$ cat config.mk
export PLATFORM = sky130hd
export DESIGN_NAME = ths_blend
export DESIGN_NICKNAME = d
export VERILOG_FILES = /design/src/rtl/core/ths_pkg.sv /design/src/rtl/core/ths_blend.sv
export SDC_FILE = /design/constraint.sdc
export NUM_CORES = 1
export LEC_CHECK = 0
export BUFFER_PORTS_ARGS = -buffer_cell sky130_fd_sc_hd__buf_2
export CORE_ASPECT_RATIO = 1.5
export CORE_MARGIN = 3
export CORE_UTILIZATION = 55
export DETAILED_ROUTE_END_ITERATION = 16
export GPL_TIMING_DRIVEN = 1
export PLACE_DENSITY = 0.76
export SLEW_MARGIN = 5
export SYNTH_ARGS = -nofsm -noshare
export SYNTH_HDL_FRONTEND = slang
export SYNTH_SLANG_ARGS = --single-unit
$ cat constraint.sdc
create_clock -name clk_i -period 3 [get_ports clk_i]
set_input_delay 0.15 -clock clk_i [delete_from_list [all_inputs] [get_ports clk_i]]
set_output_delay 0.15 -clock clk_i [all_outputs]
set_load 0.01 [all_outputs]
$ cat src/rtl/core/ths_pkg.sv
// Shared types and constants for the terrain height sampler.
// Beat payloads, pipeline structs, operation and register codes.
// No dependencies.
`default_nettype none

package ths_pkg;

  // Fixed field widths
  localparam int unsigned HEIGHT_W = 8;
  localparam int unsigned COORD_W  = 16;
  localparam int unsigned CFG_W    = 9;
  localparam int unsigned CELL_W   = 9;   // grid cell index inside the pipe
  localparam int unsigned PROD_W   = 17;  // 9-bit weight times 8-bit height

  // Default table size
  localparam int unsigned MAX_COLUMNS_DEF = 256;
  localparam int unsigned MAX_ROWS_DEF    = 256;

  // Reset values of the grid size registers
  localparam logic [CFG_W-1:0] COLUMNS_RST = 9'd256;
  localparam logic [CFG_W-1:0] ROWS_RST    = 9'd256;

  // One in Q0.8 weight units
  localparam logic [8:0] WEIGHT_ONE = 9'd256;

  typedef enum logic {
    OP_WRITE = 1'b0,
    OP_QUERY = 1'b1
  } op_e;

  typedef enum logic {
    CFG_COLUMNS = 1'b0,
    CFG_ROWS    = 1'b1
  } cfg_idx_e;

  // Input beat
  typedef struct packed {
    op_e                         operation;
    logic [7:0]                  cell_column;
    logic [7:0]                  cell_row;
    logic [HEIGHT_W-1:0]         cell_height;
    logic signed [COORD_W-1:0]   query_x;
    logic signed [COORD_W-1:0]   query_y;
  } in_t;

  // Output beat
  typedef struct packed {
    logic [15:0] height_out;
    logic        in_range;
  } out_t;

  // Located item: cell, neighbours, fractions, or write request
  typedef struct packed {
    op_e                 op;
    logic                hit;
    logic [CELL_W-1:0]   gx;
    logic [CELL_W-1:0]   x1;
    logic [CELL_W-1:0]   gy;
    logic [CELL_W-1:0]   y1;
    logic [7:0]          fx;
    logic [7:0]          fy;
    logic [7:0]          wr_col;
    logic [7:0]          wr_row;
    logic [HEIGHT_W-1:0] wr_height;
    logic                wr_ok;
  } loc_t;

  // Query state carried alongside the bank read
  typedef struct packed {
    logic       hit;
    logic [7:0] fx;
    logic [7:0] fy;
    logic       gx_par;
    logic       x1_par;
    logic       gy_par;
    logic       y1_par;
  } meta_t;

endpackage

`default_nettype wire

$ cat src/rtl/core/ths_blend.sv
// Triangle blend: weight products in one stage, sum into the output register.
// Depends on ths_pkg for meta_t, out_t and widths.
`default_nettype none

module ths_blend (
  input  logic                               clk_i,
  input  logic                               rst_ni,
  input  logic                               valid_i,
  output logic                               ready_o,
  input  ths_pkg::meta_t                     meta_i,
  input  logic [3:0][ths_pkg::HEIGHT_W-1:0]  rdata_i,
  output logic                               out_valid_o,
  input  logic                               out_stall_i,
  output ths_pkg::out_t                      out_data_o
);
  import ths_pkg::*;

  logic                c_valid_q, c_valid_d;
  logic                c_hit_q;
  logic [PROD_W-1:0]   c_prod_q [3];
  logic                out_valid_q, out_valid_d;
  out_t                out_data_q;

  logic                out_free, c_load, out_load;
  logic [8:0]          fsum;
  logic                upper;
  logic [8:0]          w0, w1, w2;
  logic [HEIGHT_W-1:0] h00, h10, h01, h11, ha;
  logic [17:0]         total;

  assign out_free = !out_valid_q || !out_stall_i;
  assign ready_o  = !c_valid_q || out_free;
  assign c_load   = valid_i && ready_o;
  assign out_load = c_valid_q && out_free;

  // Corner heights by bank parity
  always_comb begin
    h00 = rdata_i[{meta_i.gx_par, meta_i.gy_par}];
    h10 = rdata_i[{meta_i.x1_par, meta_i.gy_par}];
    h01 = rdata_i[{meta_i.gx_par, meta_i.y1_par}];
    h11 = rdata_i[{meta_i.x1_par, meta_i.y1_par}];
  end

  // Triangle choice and weights (sum to one)
  always_comb begin
    fsum  = {1'b0, meta_i.fx} + {1'b0, meta_i.fy};
    upper = fsum > WEIGHT_ONE;
    w0    = upper ? (fsum - WEIGHT_ONE) : (WEIGHT_ONE - fsum);
    ha    = upper ? h11 : h00;
    w1    = upper ? (WEIGHT_ONE - {1'b0, meta_i.fy}) : {1'b0, meta_i.fx};
    w2    = upper ? (WEIGHT_ONE - {1'b0, meta_i.fx}) : {1'b0, meta_i.fy};
  end

  always_ff @(posedge clk_i) begin
    if (c_load) begin
      c_hit_q     <= meta_i.hit;
      c_prod_q[0] <= {8'b0, w0} * {9'b0, ha};
      c_prod_q[1] <= {8'b0, w1} * {9'b0, h10};
      c_prod_q[2] <= {8'b0, w2} * {9'b0, h01};
    end
  end

  assign total = {1'b0, c_prod_q[0]} + {1'b0, c_prod_q[1]} + {1'b0, c_prod_q[2]};

  always_ff @(posedge clk_i) begin
    if (out_load) begin
      out_data_q.height_out <= c_hit_q ? total[15:0] : 16'd0;
      out_data_q.in_range   <= c_hit_q;
    end
  end

  // Stage valids
  always_comb begin
    c_valid_d = c_valid_q;
    if (c_load) begin
      c_valid_d = 1'b1;
    end else if (out_free) begin
      c_valid_d = 1'b0;
    end
    out_valid_d = out_valid_q;
    if (out_load) begin
      out_valid_d = 1'b1;
    end else if (!out_stall_i) begin
      out_valid_d = 1'b0;
    end
  end

  always_ff @(posedge clk_i or negedge rst_ni) begin
    if (!rst_ni) begin
      c_valid_q   <= 1'b0;
      out_valid_q <= 1'b0;
    end else begin
      c_valid_q   <= c_valid_d;
      out_valid_q <= out_valid_d;
    end
  end

  assign out_valid_o = out_valid_q;
  assign out_data_o  = out_data_q;

endmodule

`default_nettype wire

; ---- Yosys cells after proc, flatten, opt, wreduce, memory -nomap -nowiden
; Memories as Yosys holds them, arrays and structs flattened.
; Index checks and enable logic that the tools add are counted.
[word_totals]
regBits = 20
ram_bits = 51
mem_count = 1
[classes]
n_addsub = 7
multipliers = 3
magnitude_cmp = 5
eq_ne = 1
muxes = 18
n_reduce_logical = 8
[mem_list]
columns = name, depth, width, rd, rd_clocked_by_memory_dff, write_ports, line_no
row1 = c_prod_q, 3, 17, 3, 0, 3, ths_blend.sv:20  ; logic [PROD_W-1:0] c_prod_q [3];
[ops]
columns = op, count
row1 = 8-bit binary-select mux with 2-bit select, 4
row2 = 9-bit by 8-bit multiplier with 17-bit output, 3
row3 = 8-bit 2-to-1 mux, 5
row4 = 16-bit adder, 2
row5 = 9-bit 2-to-1 mux, 3
row6 = 9-bit by 8-bit subtractor with 9-bit output (first input constant), 2
row7 = 2-bit by 3-bit less-than comparator with 1-bit output (second input constant), 4
row8 = 8-bit by 8-bit adder with 9-bit output, 1
row9 = 9-bit greater-than comparator (second input constant), 1
row10 = 9-bit subtractor (first input constant), 1
row11 = 9-bit subtractor (second input constant), 1
row12 = 1-bit 2-to-1 mux, 6
row13 = 1-bit zero test, 3
row14 = 1-bit logical AND, 2
row15 = 1-bit logical OR, 2
row16 = 2-bit by 1-bit inequality test with 1-bit output (second input constant), 1
row17 = 2-bit nonzero test, 1

; ---- Depth between registers and ports, before layout
[logic_depth]
ltp_word = 6
ltp_mapped = 28

; ---- Worst setup path before layout
; Ideal clock, no wire load.
[synth_timing]
path_type = input port to flip-flop
startpoint = input meta_i[4] (netlist bit)
endpoint = memory c_prod_q[1][14] (netlist: c_prod_q[0][31]) (data pin)
arrival_ns = 6.516
t_required_ns = 2.736
slack_ns = -3.780
stages = 23
n_path_buf = 2
path_cell_list = ha_1 -> fa_1 -> a211o_1 -> a21o_1 -> a221o_1 -> a2111oi_4 -> buf_6 -> nor2_4 -> buf_12 -> mux2i_4 -> or2_2 -> fa_1 -> fa_1 -> inv_1 -> fa_1 -> inv_1 -> fa_1 -> inv_1 -> ha_1 -> a2111oi_0 -> nor3_1 -> a221oi_1 -> xnor2_1
[synth_lines]
columns = element, line_no
row1 = "start, declared", ths_blend.sv:10  ; input ths_pkg::meta_t meta_i,
row2 = "end, declared", ths_blend.sv:20

==> run summary <==
Sink Count - 68
DR pass1 iterations - 9
H-tree depth - 3
Synth cell types - 60
Max-slew headroom - 0.5250
worst skew pair latency - 0.34 ns
cell count after synthesis - 1308
clk_skew - 0.007035 ns
Vias/cell - 6.581
Die H - 185.7 µm
Synth Warn # - 0
DP Area - 15280 µm²
RSZ-0062 raised after global routing - true
synthesized net count - 1635
Routed Antenna Nets - 0
CTS buffer count - 9
WP data arrival - 6.78 ns
Synth Flop Type - edfxtp_1
commonest non-fill, non-tap cell in the layout - buf_4
worst-margin pin slew - 0.7051 ns
area delta synth->final - 47.86%
Final WS setup - -3.671 ns
Worst setup SP type - input port
Setup Crit Path Kind - input port to flop
die area - 23350 µm²
antenna diode count - 0
Wirelength per Cell - 26.45 µm
io pins - 76
Fill cells - 1028
largest net degree at the start of global routing - 31
most frequent cells in the layout - 316 x buf_4, 187 x inv_1, 144 x nor2_1
Slew Viols, Final - 0
routability congestion estimate from global placement - 1.043
initial antenna violation count - 1
first-pass GRT wire length - 68.46 mm
Core Util, Final - 0.8308
slowest CP cell - fa_1
vias in the first global route - 12.91k
worst-path fanout max - 6
register area share after synthesis - 0.1717
clk slew on worst S/H paths - 0.06 ns
Initial DRC Count - 1742
#FFs+latches synth - 68
maxcap violations - 0
Final Hold Fails - 0
gr ovfl total - 0
DP HPWL - 30.74 mm
CTS tree - done
f_max - 149.9 MHz
Final setup viols - 45
core area - 21060 µm²
outcome - finished, violations left
Worst path top cell family by delay - adder cells
# rows - 65
Worst EP required - 3.10 ns
Setup crit end kind - flop
min Tclk post-route - 6.671 ns
min-delay worst type - input port to flop
DR DRC count - 0
CP bufs+invs - 8
Initial Utilization - 0.5619
Final Cell Area - 17500 µm²
layout cells sized above 1 - 0.4381
Synth async-reset ratio - 0.02941
Final nets - 2075
GRT Resource Usage Total - 0.3796
clk root buf - clkbuf_16
violated checks - negative setup slack
Mapped Area - 11840 µm²
number of synthesized flops with an enable pin - 66
Fin Setup TNS - -111.17 ns
routed vias - 13.30k
delay of the slowest cell on the worst path - 0.59 ns
Port Buffers - 75
Final Cycle Share - 2.224
die width - 125.8 µm
Synth Area per Inst - 9.048 µm²
Longest Clk Path Bufs - 2
wirelength, routed - 53.45 mm
-- Yosys cell counts (3+ instances only) --
master / n / area share
fa_1: 140 / 0.24
xnor2_1: 49 / 0.036
a21oi_1: 47 / 0.020
or2_1: 5 / 0.0026
o211ai_1: 6 / 0.0038
ha_1: 130 / 0.14
nor3_1: 30 / 0.013
mux2i_1: 22 / 0.019
or3_1: 10 / 0.0053
o21a_1: 14 / 0.0089
o31ai_1: 21 / 0.013
nand3_1: 29 / 0.012
or4_1: 3 / 0.0019
nand2_1: 54 / 0.017
a2111oi_0: 4 / 0.0030
mux2_2: 16 / 0.015
clkbuf_1: 20 / 0.0063
buf_6: 3 / 0.0029
a21o_1: 14 / 0.0089
a21boi_0: 8 / 0.0051
o21bai_1: 3 / 0.0019
o21ai_0: 45 / 0.019
nand4_1: 3 / 0.0016
nor2_1: 187 / 0.059
mux2i_4: 8 / 0.015
o21ai_1: 11 / 0.0047
a31oi_1: 8 / 0.0042
o22ai_1: 6 / 0.0032
nor3b_1: 3 / 0.0019
and3_1: 4 / 0.0021
or2_2: 26 / 0.014
nand2b_1: 10 / 0.0053
nor2b_1: 13 / 0.0069
o32ai_1: 8 / 0.0059
inv_1: 217 / 0.069
edfxtp_1: 66 / 0.17
buf_2: 4 / 0.0017
nand3b_1: 3 / 0.0019
xor2_1: 19 / 0.014
and2_1: 6 / 0.0032
nor4_1: 4 / 0.0021
-- logic make-up (layout without fill, tap and decap cells) --
kind of cell | Yosys count | count (layout) | share of synthesized area
DFF | 68 | 68 | 0.1717
xor gates and xnor gates | 68 | 68 | 0.05032
adders and majority gates | 270 | 270 | 0.3742
buffers and inverters | 248 | 693 | 0.08267
and+or+nand+nor | 394 | 394 | 0.1531
AOI/OAI and AO/OA | 212 | 212 | 0.1166
muxes | 48 | 48 | 0.05138
-- final timing paths --
path	start	endpoint	slack, ns	depth (start not counted)
setup / recovery	meta_i[4]	c_prod_q[0][32]	-3.67	28
hold / removal	valid_i	c_valid_q	0.006	2
setup reg to reg	c_prod_q[0][2]	out_data_o[15]	0.02	10
hold reg to reg	c_valid_q	out_valid_o	0.50	1
max in group asynchronous	rst_ni	out_valid_o	2.78	2
min in group asynchronous	rst_ni	c_valid_q	0.13	2
-- layout make-up --
type / instances / area (µm²) / area share
clock buffer: 9 / 225.2 / 0.01287
clock inverter: 7 / 67.56 / 0.003861
inverter: 219 / 822.0 / 0.04698
multi-input combinational: 992 / 10360 / 0.5921
sequential: 68 / 2032 / 0.1161
tap: 268 / 335.3 / 0.01916
timing repair buffer: 458 / 3656 / 0.2089
-- metal layers --
metal | up-vias | routed length (µm) | GRT usage
met5 | - | 14 | 0
met1 | 6195 | 15630 | 0.3827
met4 | 2 | 7031 | 0.3190
met2 | 1248 | 24880 | 0.6764
met3 | 597 | 5897 | 0.06948
li1 | 5259 | - | -
-- through the flow --
step / std cells / hold WS, ns / setup slack [ns]
final: 2021 / 0.006380 / -3.671
after global routing: 2021 / 0.02164 / -3.698
after floorplan: 1308 / -0.1456 / -3.050
after global placement: 1935 / -0.06516 / -3.352
after detailed placement: 1935 / -0.05939 / -3.522
after CTS: 1990 / 0.01936 / -3.024
-- flip-flops by register name, summed over array words and instances, names as in the netlist --
register,cells
c_prod_q,48
c_valid_q,1
out_data_o,17
out_valid_o,1
c_hit_q,1
-- repair_timing --
action	CTS	global route
endpoints found under the setup margin	51	53
resized for setup	180	118
hold buffers	2	0
pin swaps	78	68
gates cloned	2	0
buffers inserted	38	35
endpoints found under the hold margin	3	0
Power is not shown: default switching activity piles up to over one toggle a cycle in this logic, so the estimate is an artifact.
