`src/rtl/core/ths_pkg.sv`:
```
// Shared types and constants for the terrain height sampler.
// Beat payloads, pipeline structs, operation and register codes.
// No dependencies.
`default_nettype none

package ths_pkg;

  // Fixed field widths
  localparam int unsigned HEIGHT_W = 8;
  localparam int unsigned COORD_W  = 16;
  localparam int unsigned CFG_W    = 9;
  localparam int unsigned CELL_W   = 9;   // grid cell index inside the pipe
  localparam int unsigned PROD_W   = 17;  // 9-bit weight times 8-bit height

  // Default table size
  localparam int unsigned MAX_COLUMNS_DEF = 256;
  localparam int unsigned MAX_ROWS_DEF    = 256;

  // Reset values of the grid size registers
  localparam logic [CFG_W-1:0] COLUMNS_RST = 9'd256;
  localparam logic [CFG_W-1:0] ROWS_RST    = 9'd256;

  // One in Q0.8 weight units
  localparam logic [8:0] WEIGHT_ONE = 9'd256;

  typedef enum logic {
    OP_WRITE = 1'b0,
    OP_QUERY = 1'b1
  } op_e;

  typedef enum logic {
    CFG_COLUMNS = 1'b0,
    CFG_ROWS    = 1'b1
  } cfg_idx_e;

  // Input beat
  typedef struct packed {
    op_e                         operation;
    logic [7:0]                  cell_column;
    logic [7:0]                  cell_row;
    logic [HEIGHT_W-1:0]         cell_height;
    logic signed [COORD_W-1:0]   query_x;
    logic signed [COORD_W-1:0]   query_y;
  } in_t;

  // Output beat
  typedef struct packed {
    logic [15:0] height_out;
    logic        in_range;
  } out_t;

  // Located item: cell, neighbours, fractions, or write request
  typedef struct packed {
    op_e                 op;
    logic                hit;
    logic [CELL_W-1:0]   gx;
    logic [CELL_W-1:0]   x1;
    logic [CELL_W-1:0]   gy;
    logic [CELL_W-1:0]   y1;
    logic [7:0]          fx;
    logic [7:0]          fy;
    logic [7:0]          wr_col;
    logic [7:0]          wr_row;
    logic [HEIGHT_W-1:0] wr_height;
    logic                wr_ok;
  } loc_t;

  // Query state carried alongside the bank read
  typedef struct packed {
    logic       hit;
    logic [7:0] fx;
    logic [7:0] fy;
    logic       gx_par;
    logic       x1_par;
    logic       gy_par;
    logic       y1_par;
  } meta_t;

endpackage

`default_nettype wire

```
`src/rtl/core/ths_locate.sv`:
```
// Input stage: maps a query to its grid cell, neighbours and fractions,
// or checks a write against the table size. Depends on ths_pkg.
`default_nettype none

module ths_locate #(
  parameter int unsigned MAX_COLUMNS = ths_pkg::MAX_COLUMNS_DEF,
  parameter int unsigned MAX_ROWS    = ths_pkg::MAX_ROWS_DEF
) (
  input  logic                       clk_i,
  input  logic                       rst_ni,
  input  logic                       in_valid_i,
  output logic                       in_stall_o,
  input  ths_pkg::in_t               in_data_i,
  input  logic [ths_pkg::CFG_W-1:0]  columns_i,
  input  logic [ths_pkg::CFG_W-1:0]  rows_i,
  input  logic                       take_i,
  output logic                       loc_valid_o,
  output ths_pkg::loc_t              loc_o
);
  import ths_pkg::*;

  logic        valid_q, valid_d;
  loc_t        loc_q;
  logic        accept;

  logic [8:0]  cols, rws;
  logic [17:0] tx, ty, mag_x, mag_y;
  logic [8:0]  whole_x, whole_y;
  logic [9:0]  nx, ny;
  logic        in_x, in_y;
  loc_t        loc_d;

  assign in_stall_o = valid_q && !take_i;
  assign accept     = in_valid_i && !in_stall_o;

  // Grid size limited to the table size
  always_comb begin
    cols = ({4'b0, columns_i} > 13'(MAX_COLUMNS)) ? 9'(MAX_COLUMNS) : columns_i;
    rws  = ({4'b0, rows_i} > 13'(MAX_ROWS)) ? 9'(MAX_ROWS) : rows_i;
  end

  // Grid coordinates, truncated toward zero
  always_comb begin
    tx = {{2{in_data_i.query_x[15]}}, in_data_i.query_x} + {2'b0, cols[8:1], 8'h00};
    ty = {2'b0, rws[8:1], 8'h00} - {{2{in_data_i.query_y[15]}}, in_data_i.query_y};
    mag_x = tx[17] ? (~tx + 18'd1) : tx;
    mag_y = ty[17] ? (~ty + 18'd1) : ty;
    whole_x = mag_x[16:8];
    whole_y = mag_y[16:8];
    // a coordinate in (-1,0) still lands in cell 0
    in_x = !(tx[17] && (whole_x != 9'd0)) && (whole_x < cols);
    in_y = !(ty[17] && (whole_y != 9'd0)) && (whole_y < rws);
    nx = {1'b0, whole_x} + 10'd1;
    ny = {1'b0, whole_y} + 10'd1;
  end

  // Next located item
  always_comb begin
    loc_d.op        = in_data_i.operation;
    loc_d.hit       = in_x && in_y;
    loc_d.gx        = whole_x;
    loc_d.gy        = whole_y;
    // neighbours past the last column or row clamp to the edge
    loc_d.x1        = (nx < {1'b0, cols}) ? nx[8:0] : cols - 9'd1;
    loc_d.y1        = (ny < {1'b0, rws}) ? ny[8:0] : rws - 9'd1;
    loc_d.fx        = mag_x[7:0];
    loc_d.fy        = mag_y[7:0];
    loc_d.wr_col    = in_data_i.cell_column;
    loc_d.wr_row    = in_data_i.cell_row;
    loc_d.wr_height = in_data_i.cell_height;
    loc_d.wr_ok     = ({5'b0, in_data_i.cell_column} < 13'(MAX_COLUMNS)) &&
                      ({5'b0, in_data_i.cell_row} < 13'(MAX_ROWS));
  end

  always_comb begin
    valid_d = valid_q;
    if (accept) begin
      valid_d = 1'b1;
    end else if (take_i) begin
      valid_d = 1'b0;
    end
  end

  always_ff @(posedge clk_i or negedge rst_ni) begin
    if (!rst_ni) begin
      valid_q <= 1'b0;
    end else begin
      valid_q <= valid_d;
    end
  end

  always_ff @(posedge clk_i) begin
    if (accept) begin
      loc_q <= loc_d;
    end
  end

  assign loc_valid_o = valid_q;
  assign loc_o       = loc_q;

endmodule

`default_nettype wire

```
`config.mk`:
```
export PLATFORM = sky130hd
export DESIGN_NAME = ths_locate
export DESIGN_NICKNAME = d
export VERILOG_FILES = /design/src/rtl/core/ths_pkg.sv /design/src/rtl/core/ths_locate.sv
export SDC_FILE = /design/constraint.sdc
export NUM_CORES = 1
export LEC_CHECK = 0
export ABC_CLOCK_PERIOD_IN_PS = 3000
export BUFFER_PORTS_ARGS = -buffer_cell sky130_fd_sc_hd__buf_2
export CAP_MARGIN = 10
export CORE_MARGIN = 4
export CORE_UTILIZATION = 55
export CTS_CLUSTER_SIZE = 12
export DETAILED_ROUTE_END_ITERATION = 12
export PLACE_DENSITY = 0.83
export SLEW_MARGIN = 5
export SYNTH_ARGS = -nofsm -noshare
export SYNTH_HDL_FRONTEND = slang
export SYNTH_SLANG_ARGS = --single-unit
```
`constraint.sdc`:
```
create_clock -name clk_i -period 3 [get_ports clk_i]
set_input_delay 0.6 -clock clk_i [delete_from_list [all_inputs] [get_ports clk_i]]
set_output_delay 0.6 -clock clk_i [all_outputs]
set_load 0.01 [all_outputs]
```
==> results.yml, run 1 <==
clock_network:
  tritoncts.num_buffers: 9
  cts_sinks: 79
  max-clock-path-buffers: 2
  cts.hold.buffers_added: 0
  root_buffer: "clkbuf_16"
  clock_tree.htree_level_count: 3
run_status:
  first-error: "[ERROR DPL-0038] Utilization greater than 100%, impossible to legalize"
  run_status: "did not finish"
  haltStage: "5_1_grt"
yosys:
  ys_dominant_reg_cell: "edfxtp_1"
  post_synth_inst_count: 620
  synth_fp_nets: 758
  synth_enable_flop_cells: 78
  post_synth_most_frequent_cells: "78 x edfxtp_1, 58 x ha_1, 56 x inv_1"
  synthMostInstantiatedCell: "edfxtp_1"
  library_cells_used_by_synthesis: 76
  syn-cell-area_um2: 6240
  synth-seq-area-share: 0.379
  postSynthRegisterBits: 79
  ys_async_sr_fraction: 0.0127
  synthTopCellsByArea: "edfxtp_1 38%, ha_1 12%, xnor2_1 6.5%"
  synth_top_area_frac: 0.375
  cell_taking_the_most_area_after_synthesis: "edfxtp_1"
  ys.warnings.count: 0
  postSynthAreaPerCell_um2: 10.1
placement:
  globalplace.congestion: 0.949
  dp.final_hpwl_um: 17800
  io_buffers: 158
die:
  starting_density_of_the_core: 0.568
  chipHeight_um: 115
  num_ports: 160
  chip_width_um: 115
  floorplan.rows: 38
timing:
  worst_endpoint_kind: "sequential cell input"
  postGrtWorstEndpoint: "loc_o[64]$_DFFE_PP_/D"
grt:
  grt_start_max_net_pins: 45
==> cell families after synthesis <==
family / after synthesis / synth area share
multiplexers: 22 / 0.0393
buffers and inverters: 69 / 0.0479
other: 1 / 0.000601
adder cells (fa/ha/maj): 59 / 0.119
AND/OR/NAND/NOR: 178 / 0.160
flip-flops: 79 / 0.379
AO/OA/AOI/OAI: 137 / 0.149
XOR/XNOR: 75 / 0.105
==> what timing repair did <==
item	in CTS
pin swaps	64
gates resized for setup	118
setup endpoints to repair	30
setup buffers	44
==> stage by stage <==
| stage | worst slack (ns) | instances | hold slack (ns) | util | cell area [um^2] |
|---|---|---|---|---|---|
| after floorplan | -2.20 | 620 | 0.304 | - | 6790 |
| after global placement | -2.20 | 1116 | 0.374 | 0.841 | 9240 |
| after detailed placement | -2.45 | 1116 | 0.376 | 0.841 | 9240 |
| after CTS | -1.82 | 1173 | 0.00657 | 0.948 | 10400 |
==> run 2, diff against run 1 <==
--- a/config.mk
+++ b/config.mk
@@ -9,10 +9,9 @@
 export BUFFER_PORTS_ARGS = -buffer_cell sky130_fd_sc_hd__buf_2
 export CAP_MARGIN = 10
 export CORE_MARGIN = 4
-export CORE_UTILIZATION = 55
-export CTS_CLUSTER_SIZE = 12
+export CORE_UTILIZATION = 40
 export DETAILED_ROUTE_END_ITERATION = 12
-export PLACE_DENSITY = 0.83
+export PLACE_DENSITY_LB_ADDON = 0.15
 export SLEW_MARGIN = 5
 export SYNTH_ARGS = -nofsm -noshare
 export SYNTH_HDL_FRONTEND = slang
==> results.yml, run 2 <==
die:
  chipHeight_um: 133
  core-area_um2: 15300
  num_ports: 160
  die_area_um2: 17700
  starting_density_of_the_core: 0.409
  floorplan.rows: 45
  chip_width_um: 133
yosys:
  synthTopCellsByArea: "edfxtp_1 38%, ha_1 12%, xnor2_1 6.5%"
  synth_top_area_frac: 0.375
  postSynthRegisterBits: 79
  library_cells_used_by_synthesis: 76
  cell_taking_the_most_area_after_synthesis: "edfxtp_1"
  post_synth_most_frequent_cells: "78 x edfxtp_1, 58 x ha_1, 56 x inv_1"
  syn-cell-area_um2: 6240
  post_synth_inst_count: 620
  synth_enable_flop_cells: 78
  synthMostInstantiatedCell: "edfxtp_1"
  ys_dominant_reg_cell: "edfxtp_1"
  ys_async_sr_fraction: 0.0127
  ys.warnings.count: 0
  synth_fp_nets: 758
  synth-seq-area-share: 0.379
  postSynthAreaPerCell_um2: 10.1
drt:
  ant_nets: 0
  drt_pass1_iterations: 6
  detail_route.iter0.violations: 336
  via_per_inst: 5.12
  route.final.wire_length_um: 20500
  remaining_drc_errors: 0
  routedWlPerCell_um: 16.4
  vias: 6399
power:
  p_per_area_nw_per_um2: 510
  vdd_drop_max_mv: 0.284
  leakage_nw: 4.84
  report.power.total_w: 0.00548
clock_network:
  tritoncts.num_buffers: 9
  root_buffer: "clkbuf_16"
  cts.hold.buffers_added: 0
  cts.reportedPaths.clkPinSlew_ns: 0.07
  insertion_delay_ns: 0.35
  cts_sinks: 79
  clock_tree.htree_level_count: 3
  max-clock-path-buffers: 2
  cts_tree: "built"
final_layout:
  largest_reg_flops: 78
  most-common-layout-cells: "235 x buf_4, 154 x buf_2, 78 x edfxtp_1"
  area_growth_pct: 72.2
  mostFrequentLayoutCell: "buf_4"
  final_layout_size_suffix_gt1_frac: 0.574
  antenna-diode-count: 0
  finalNetCount: 1173
  stdcell_area_um2: 10700
worst_setup_path:
  launch_point_of_the_worst_reg_to_reg_path: "loc_valid_o"
  cp-startpoint: "rows_i[8]"
  critical_path_type: "in -> reg"
  worst-endpoint-arrival_ns: 4.86
  crit_path_start_kind: "input pin"
  crit_required_ns: 3.10
  worstRegToRegCells: 3
  critPathMaxFanout: 6
  slack_of_the_worst_reg_to_reg_path_ns: 1.39
  timing.critical_path.to_type: "flop"
  timing.critical_path.to: "loc_o[41]"
  regToRegEndpoint: "loc_o[36]"
hold_path:
  timing.hold.worst.class: "in -> async"
timing:
  slew_violations: 0
  worst_slew_margin_rel: 0.571
  layout_min_cycle_time_ns: 4.77
  postLayoutSetupSlackWorst_ns: -1.77
  timing.fmax_mhz: 210
  finalCritPeriodShare: 1.59
  timing_worst_slew_pin_value_ns: 0.633
  timing.final.hold_violations: 0
  setup_viol: 25
  unrepaired_setup_endpoints_after_global_routing: "yes"
  clock_skew_ns: 0.00733
run_status:
  run_status: "finished with violations"
  failed_checks: "setup timing"
placement:
  detailed_place.area_um2: 9340
  globalplace.congestion: 0.962
  io_buffers: 158
  dp.final_hpwl_um: 15800
grt:
  globalRoute.totalOverflow: 0
  grt_first_pass_wirelength_um: 32000
  grt_start_max_net_pins: 46
  grt_pass1_vias: 6726
  number_of_antenna_violations_at_the_first_check_in_global_routing: 0
  grtUsageTotal: 0.221
flow_run:
  max_cap_viol_count: 0
-- run 2: routing by layer --
metal | part of all wire | vias to the layer above | global-route usage
met2 | 0.53 | 188 | 0.415
met4 | 0.035 | 0 | 0.0924
met1 | 0.39 | 3050 | 0.246
li1 | - | 3107 | -
met3 | 0.045 | 54 | 0.0369
met5 | 0 | - | 0
-- run 2: through the flow --
stage	utilization	instances	setup slack (ns)	hold WS [ns]	setup TNS, ns
after floorplan	-	620	-2.20	0.304	-40.40
after global placement	0.612	1185	-2.33	0.375	-49.63
after detailed placement	0.612	1185	-2.39	0.377	-52.31
after CTS	0.680	1238	-1.78	0.00985	-31.43
after global routing	0.704	1251	-1.93	0.00224	-37.50
final	0.704	1251	-1.77	0.0191	-33.42
-- run 2: timing repair --
item	in CTS	in global routing
setup endpoints to repair	31	29
resized for setup	93	59
gates cloned	1	0
pin swaps	60	43
setup buffers	36	14
-- run 2: logic make-up after synthesis --
| family | after synthesis | share of synthesized area |
|---|---|---|
| and+or+nand+nor | 178 | 0.160 |
| muxes | 22 | 0.0393 |
| DFF | 79 | 0.379 |
| adders and majority gates | 59 | 0.119 |
| AOI/OAI and AO/OA | 137 | 0.149 |
| buffers and inverters | 69 | 0.0479 |
| xor gates and xnor gates | 75 | 0.105 |
| other | 1 | 0.000601 |
-- run 2: area by class of cell --
type                       count  area, um^2
multi-input combinational    472        4620
sequential                    79        2370
tap                          211         264
inverter                      56         267
timing repair inverter         1        8.76
fill                        1112        4510
clock inverter                 7        88.8
timing repair buffer         416        2900
clock buffer                   9         225
-- run 2: how the worst min path moves through the flow --
stage	from	end	slack, ns	cells after the start
final	rst_ni	loc_valid_o	0.02	1
after floorplan	rst_ni	loc_valid_o	0.30	0
after CTS	rst_ni	loc_valid_o	0.01	1
after global placement	rst_ni	loc_valid_o	0.37	1
after global routing	rst_ni	loc_valid_o	0.002	1
after detailed placement	rst_ni	loc_valid_o	0.38	1
-- run 2: where the power goes --
part / total, W / switching, W / internal (W)
registers: 0.00143 / 0.0000318 / 0.00140
logic: 0.00290 / 0.00133 / 0.00157
clock network: 0.00115 / 0.000489 / 0.000662
total: 0.00548 / 0.00185 / 0.00363
-- run 2: worst max-delay path, cell delays in order --
cell,delay [ns]
buf_12,0.10
inv_12,0.04
nand2_8,0.07
inv_6,0.04
ha_4,0.25
nor4b_4,0.24
buf_4,0.20
nand4_1,0.19
a21oi_2,0.28
buf_4,0.18
o21ai_2,0.08
a211oi_4,0.30
a21oi_4,0.12
xor2_4,0.21
nor3_2,0.26
xor2_1,0.23
ha_1,0.27
a21o_1,0.16
a21o_1,0.18
a311oi_4,0.31
buf_12,0.15
buf_12,0.10
mux2_4,0.29
(Power assumes the default switching activity.)
